**src/rtl/cau_pkg.sv**
```systemverilog
// Package: widths, command codes, payload types and saturation helper for the complex ALU.
package cau_pkg;

  localparam int FRAC_BITS  = 8;
  localparam int DATA_W     = 16;
  localparam int PROD_W     = 2 * DATA_W;
  localparam int SUM_W      = PROD_W + 1;
  localparam int MAG_W      = PROD_W;
  localparam int NUM_W      = MAG_W + FRAC_BITS;
  localparam int DEN_W      = PROD_W;
  localparam int Q_W        = DATA_W;
  localparam int REM_W      = DEN_W + Q_W;
  localparam int DIV_STAGES = Q_W;

  typedef enum logic [2:0] {
    CMD_ADD = 3'd0,
    CMD_SUB = 3'd1,
    CMD_MUL = 3'd2,
    CMD_DIV = 3'd3,
    CMD_EQ  = 3'd4,
    CMD_NE  = 3'd5
  } cmd_t;

  typedef struct packed {
    logic [2:0]               cmd;
    logic signed [DATA_W-1:0] a_re;
    logic signed [DATA_W-1:0] a_im;
    logic signed [DATA_W-1:0] b_re;
    logic signed [DATA_W-1:0] b_im;
  } cau_in_t;

  typedef struct packed {
    logic signed [DATA_W-1:0] res_re;
    logic signed [DATA_W-1:0] res_im;
    logic                     cmp_true;
    logic                     saturated;
    logic                     div_zero;
  } cau_out_t;

  typedef struct packed {
    logic                     sat;
    logic signed [DATA_W-1:0] val;
  } clip_t;

  // Side information travelling alongside the divider
  typedef struct packed {
    cau_out_t res;
    logic     div_go;
    logic     neg_re;
    logic     neg_im;
    logic     ovf_re;
    logic     ovf_im;
  } side_t;

  function automatic clip_t clip16(input logic signed [SUM_W-1:0] v);
    clip_t c;
    c.sat = 1'b0;
    c.val = DATA_W'(v);
    if (v > SUM_W'(signed'((2 ** (DATA_W - 1)) - 1))) begin
      c.sat = 1'b1;
      c.val = {1'b0, {(DATA_W-1){1'b1}}};
    end else if (v < -SUM_W'(signed'(2 ** (DATA_W - 1)))) begin
      c.sat = 1'b1;
      c.val = {1'b1, {(DATA_W-1){1'b0}}};
    end
    return c;
  endfunction

endpackage

```
**src/rtl/cau_div.sv**
```systemverilog
// Pipelined restoring divider: one quotient bit per register stage.
module cau_div (
  input  logic                       clk,
  input  logic [cau_pkg::NUM_W-1:0]  num,
  input  logic [cau_pkg::DEN_W-1:0]  den,
  output logic [cau_pkg::Q_W-1:0]    quo
);
  import cau_pkg::*;

  logic [REM_W-1:0] rem_r [DIV_STAGES];
  logic [DEN_W-1:0] den_r [DIV_STAGES];
  logic [Q_W-1:0]   quo_r [DIV_STAGES];

  for (genvar k = 0; k < DIV_STAGES; k++) begin : g_stage
    localparam int SH = Q_W - 1 - k;
    logic [REM_W-1:0] rem_in;
    logic [REM_W-1:0] trial;
    logic [DEN_W-1:0] d_in;
    logic [Q_W-1:0]   q_in;

    if (k == 0) begin : g_first
      assign rem_in = REM_W'(num);
      assign d_in   = den;
      assign q_in   = '0;
    end else begin : g_next
      assign rem_in = rem_r[k-1];
      assign d_in   = den_r[k-1];
      assign q_in   = quo_r[k-1];
    end

    assign trial = REM_W'(d_in) << SH;

    always_ff @(posedge clk) begin
      den_r[k] <= d_in;
      if (rem_in >= trial) begin
        rem_r[k] <= rem_in - trial;
        quo_r[k] <= q_in | (Q_W'(1) << SH);
      end else begin
        rem_r[k] <= rem_in;
        quo_r[k] <= q_in;
      end
    end
  end

  assign quo = quo_r[DIV_STAGES-1];

endmodule

```
**config.mk**
```make
export PLATFORM = sky130hd
export DESIGN_NAME = cau_div
export DESIGN_NICKNAME = d
export VERILOG_FILES = /design/src/rtl/cau_pkg.sv /design/src/rtl/cau_div.sv
export SDC_FILE = /design/constraint.sdc
export NUM_CORES = 2
export LEC_CHECK = 0
export ABC_AREA = 1
export BUFFER_PORTS_ARGS = -buffer_cell sky130_fd_sc_hd__buf_4
export CORE_MARGIN = 4
export CORE_UTILIZATION = 58
export DETAILED_ROUTE_END_ITERATION = 10
export PLACE_DENSITY_LB_ADDON = 0.08
export SLEW_MARGIN = 20
export SYNTH_ARGS = -nofsm -noshare
export SYNTH_HDL_FRONTEND = slang
export SYNTH_SLANG_ARGS = --single-unit
```
**constraint.sdc**
```tcl
create_clock -name clk -period 2.17 [get_ports clk]
set_input_delay 0.217 -clock clk [delete_from_list [all_inputs] [get_ports clk]]
set_output_delay 0.217 -clock clk [all_outputs]
set_load 0.1 [all_outputs]
```
==> impl_metrics.env, run 1 <==
export IMPL_syn_nets=13900
export IMPL_worst_ep_kind="register data pin"
export IMPL_synth_edf_count=0
export IMPL_synthFlopType="dfxtp_1"
export IMPL_start_util_pct=58.65
export IMPL_io_pins=89
export IMPL_clock_sinks=1336
export IMPL_grt_overflow_total=30
export IMPL_die_h_um=381.8
export IMPL_ys_seq_area_share_pct=33.00
export IMPL_yosys_warnings=0
export IMPL_synthCells=13310
export IMPL_std_cell_rows=136
export IMPL_track_usage_pct=67.05
export IMPL_ys_seq_elements=1336
export IMPL_synth_top_area_cell="dfxtp_1"
export IMPL_cts_buffers=145
export IMPL_place_hpwl_um=255300
export IMPL_port_buffer_count=88
export IMPL_status="did not finish"
export IMPL_netlist_top_cells_area="dfxtp_1 (33%), nand2_1 (26%), inv_1 (13%)"
export IMPL_die_x_um=381.8
export IMPL_htree_levels=4
export IMPL_synth_cell_type_count=46
export IMPL_cts_root_buf="clkbuf_16"
export IMPL_cts_buffer_depth=3
export IMPL_stop_stage="5_1_grt"
export IMPL_synth_commonest_cells="nand2_1 (5618), inv_1 (2731), dfxtp_1 (1336)"
export IMPL_synth_avg_cell_area_um2=6.088
export IMPL_place_inst=16760
export IMPL_worst_endpoint="rem_r[1][105]$_DFF_P_/D"
export IMPL_synth_most_common_cell="nand2_1"
export IMPL_async_flop_share_pct=0
export IMPL_synth_top_area_share_pct=33.00
export IMPL_gp_congestion=1.061
export IMPL_synth_area_um2=81040
export IMPL_stop_error="[ERROR GRT-0232] Routing congestion too high. Check the congestion heatmap in the GUI."
export IMPL_grt_max_degree=38
[what timing repair did]
action                                  4_1_cts
pin swaps                                   155
hold buffers                                 73
endpoints found under the hold margin        81
endpoints found under the setup margin      559
gates resized for setup                     985
buffers inserted                            117
cloned                                       33
[per-layer routing]
layer / GRT usage [%] / GRT overflow
met5: 28.14 / 0
met4: 67.93 / 16
met3: 47.99 / 1
met2: 85.84 / 13
met1: 66.36 / 0
[cells by family after synthesis]
| kind of cell | synth area share [%] |
|---|---|
| AOI/OAI and AO/OA | 3.796 |
| xor gates and xnor gates | 2.983 |
| adders and majority gates | 8.167 |
| buffers and inverters | 13.66 |
| DFF | 33.00 |
| and+or+nand+nor | 38.39 |
[per-stage QoR]
stage	util (%)	hold WS, ns	setup TNS (ns)	setup slack (ns)	area (um^2)
3_3_place_gp	69.25	0.3100	-71.36	-0.4386	95690
3_5_place_dp	69.25	0.3121	-92.67	-0.5159	95690
2_1_floorplan	-	0.2447	0	0.06049	81040
4_1_cts	77.71	0.004149	-1.584	-0.06734	107400
==> inputs of run 2 (changes only) <==
Settings changed: CORE_UTILIZATION 58 to 40, PLACE_DENSITY_LB_ADDON 0.08 to 0.15.
Clock period 2.17 ns to 2.8 ns, I/O delays scaled along.
==> impl_metrics.env, run 2 <==
export IMPL_status="finished, final reports clean"
export IMPL_clkPwrFrac_pct=21.4
export IMPL_grt_max_degree=41
export IMPL_crit_chain="inv_1, ha_1, nand2_1, nor2_2, nand3_1, nor2_1, nand3_1, nand4_2, buf_12, nand2_1, nand2_1"
export IMPL_largest_reg_flops=720
export IMPL_switchingPower_mw=48.39
export IMPL_drc=0
export IMPL_htree_levels=4
export IMPL_grt_pass1_wl_um=460100
export IMPL_hold_viol=0
export IMPL_crit_top_cell="nand2_1"
export IMPL_period_share_pct=95.94
export IMPL_cp_max_fo=36
export IMPL_synth_most_common_cell="nand2_1"
export IMPL_largestRegisters="rem_r: 720 flops, den_r: 480 flops, quo_r: 136 flops"
export IMPL_async_flop_share_pct=0
export IMPL_p_total_mw=102.2
export IMPL_num_fill_cells=21360
export IMPL_cp_num_buf_inv=2
export IMPL_drive_gt1_share_pct=5.803
export IMPL_clk_pin_slew_ns=0.06
export IMPL_port_buffer_count=88
export IMPL_grt_overflow_total=0
export IMPL_crit_path_top_delay_cell="dfxtp_1"
export IMPL_rsz0062_at_grt="false"
export IMPL_ys_seq_elements=1336
export IMPL_whs_ns=0.08966
export IMPL_hold_path_class="in2reg"
export IMPL_worst_pin_slew_ns=0.8508
export IMPL_clock_sinks=1336
export IMPL_track_usage_pct=28.82
export IMPL_drv_cap=0
export IMPL_place_hpwl_um=262300
export IMPL_die_x_um=458.1
export IMPL_std_cell_rows=164
export IMPL_switching_share_pct=47.32
export IMPL_synthFlopType="dfxtp_1"
export IMPL_yosys_warnings=0
export IMPL_r2r_start="den_r[0][99]$_DFF_P_"
export IMPL_p_int_mw=53.86
export IMPL_cts_buffer_depth=3
export IMPL_finalNetCount=14440
export IMPL_pre_cts_ws_ns=-0.1565
export IMPL_dieArea_um2=209900
export IMPL_area_growth_pct=15.25
export IMPL_power_share_sequential_pct=28.3
export IMPL_crit_type="reg2reg"
export IMPL_wirelength_um=309600
export IMPL_synth_edf_count=0
export IMPL_ys_seq_area_share_pct=33.00
export IMPL_top_register="rem_r"
export IMPL_final_cell_mix="nand2_1 (5612), inv_1 (2730), dfxtp_1 (1329)"
export IMPL_first_iter_violations=6172
export IMPL_fp_coreArea_um2=200700
export IMPL_ant_nets=0
export IMPL_start_util_pct=40.38
export IMPL_worstPathArrival_ns=3.42
export IMPL_clock_latency_ns=0.85
export IMPL_hold_path_startpoint="den[31]"
export IMPL_die_h_um=458.1
export IMPL_gp_congestion=0.9830
export IMPL_synth_commonest_cells="nand2_1 (5618), inv_1 (2731), dfxtp_1 (1336)"
export IMPL_cts_buffers=156
export IMPL_netlist_top_cells_area="dfxtp_1 (33%), nand2_1 (26%), inv_1 (13%)"
export IMPL_io_pins=89
export IMPL_max_slew_margin_pct=42.76
export IMPL_drv_slew=0
export IMPL_setup_slack_ns=0.1136
export IMPL_synth_top_area_cell="dfxtp_1"
export IMPL_crit_path_start_kind="flop"
export IMPL_vias=79990
export IMPL_syn_nets=13900
export IMPL_synth_top_area_share_pct=33.00
export IMPL_max_freq_mhz=372.2
export IMPL_synth_cell_type_count=46
export IMPL_dr_pass1_iters=8
export IMPL_timing_final_crit_period_ns=2.686
export IMPL_p_leak_nw=53.53
export IMPL_critPathLaunch="den_r[0][99]$_DFF_P_"
export IMPL_antenna_found_initial=4
export IMPL_synth_avg_cell_area_um2=6.088
export IMPL_pwr_share_comb_pct=50.3
export IMPL_wire_per_inst_um=18.61
export IMPL_worst_clock_skew_ns=0.04301
export IMPL_via_per_inst=4.808
export IMPL_cts_tree="built"
export IMPL_crit_path_max_incr_delay_ns=0.44
export IMPL_grt_pass1_vias=76250
export IMPL_ir_drop_v=0.0007937
export IMPL_mostFrequentLayoutCell="nand2_1"
export IMPL_crit_required_ns=3.54
export IMPL_synth_area_um2=81040
export IMPL_crit_family="simple AND/OR/NAND/NOR gates"
export IMPL_synthCells=13310
export IMPL_power_density_nw_per_um2=1095
export IMPL_setup_viol=0
export IMPL_cts_root_buf="clkbuf_16"
export IMPL_endpoint_kind="flop"
## run 2: cell counts after synthesis
Identical to the previous run, type by type.
## run 2: power groups by stage
stage	clock, mW	combinational, mW	sequential [mW]
6_report	21.9	51.4	28.9
5_1_grt	23.2	57.6	29.2
4_1_cts	22.4	50.9	28.9
3_5_place_dp	0	50.5	29.3
3_3_place_gp	0	50.4	29.4
2_1_floorplan	0	33.8	26.2
## run 2: kinds of logic after synthesis
| group | count (synthesis) | share of synthesized area, % |
|---|---|---|
| flip-flops | 1336 | 33.00 |
| AND/OR/NAND/NOR | 7768 | 38.39 |
| buffers and inverters | 2842 | 13.66 |
| XOR/XNOR | 276 | 2.983 |
| AO/OA/AOI/OAI | 569 | 3.796 |
| adder cells (fa/ha/maj) | 520 | 8.167 |
## run 2: final timing paths
| kind | to | cells after the start | slack [ns] |
|---|---|---|---|
| max | rem_r[0][222]$_DFF_P_ | 11 | 0.11 |
| max reg2reg | rem_r[0][222]$_DFF_P_ | 11 | 0.11 |
| min | den_r[0][31]$_DFF_P_ | 2 | 0.09 |
| min reg2reg | quo_r[3][50]$_DFF_P_ | 0 | 0.32 |
## run 2: per-stage QoR
| stage | util, % | instances | instance area [um^2] | TNS [ns] |
|---|---|---|---|---|
| 4_1_cts | 46.43 | 16620 | 93180 | 0 |
| 3_5_place_dp | 43.26 | 16270 | 86820 | -2.989 |
| 2_1_floorplan | - | 13310 | 81040 | 0 |
| 3_3_place_gp | 43.26 | 16270 | 86820 | -3.640 |
| 5_1_grt | 46.54 | 16630 | 93390 | 0 |
| 6_report | 46.54 | 16640 | 93400 | 0 |
## run 2: repair_timing
item                                    in CTS  in global routing
gates resized for setup                      7                 40
hold buffers                                72                  0
endpoints found under the setup margin      71                142
buffers inserted                             0                  9
cloned                                       3                  0
hold endpoints to repair                    80                  0
pin swaps                                    2                  5
## run 2: area by class of cell
cell class | count | area (um^2) | share of cell area, %
Multi-Input combinational cell | 9136 | 43340 | 46.40
Sequential cell | 1336 | 26750 | 28.64
Inverter | 2742 | 10300 | 11.02
Clock buffer | 197 | 4279 | 4.581
Timing Repair Buffer | 479 | 4081 | 4.370
Tap cell | 2656 | 3323 | 3.558
Clock inverter | 86 | 1324 | 1.417
Antenna cell | 4 | 10.01 | 0.01072
## run 2: metal layers
layer	part of all wire (%)	vias up	routed length [um]	track usage, %
met4	5.9	2	18150	14.91
li1	-	40880	-	-
met3	5.4	588	16680	3.416
met1	41	36110	125800	34.35
met2	48	2417	149000	50.84
met5	0.0042	-	13	0
(Power assumes the default switching activity.)
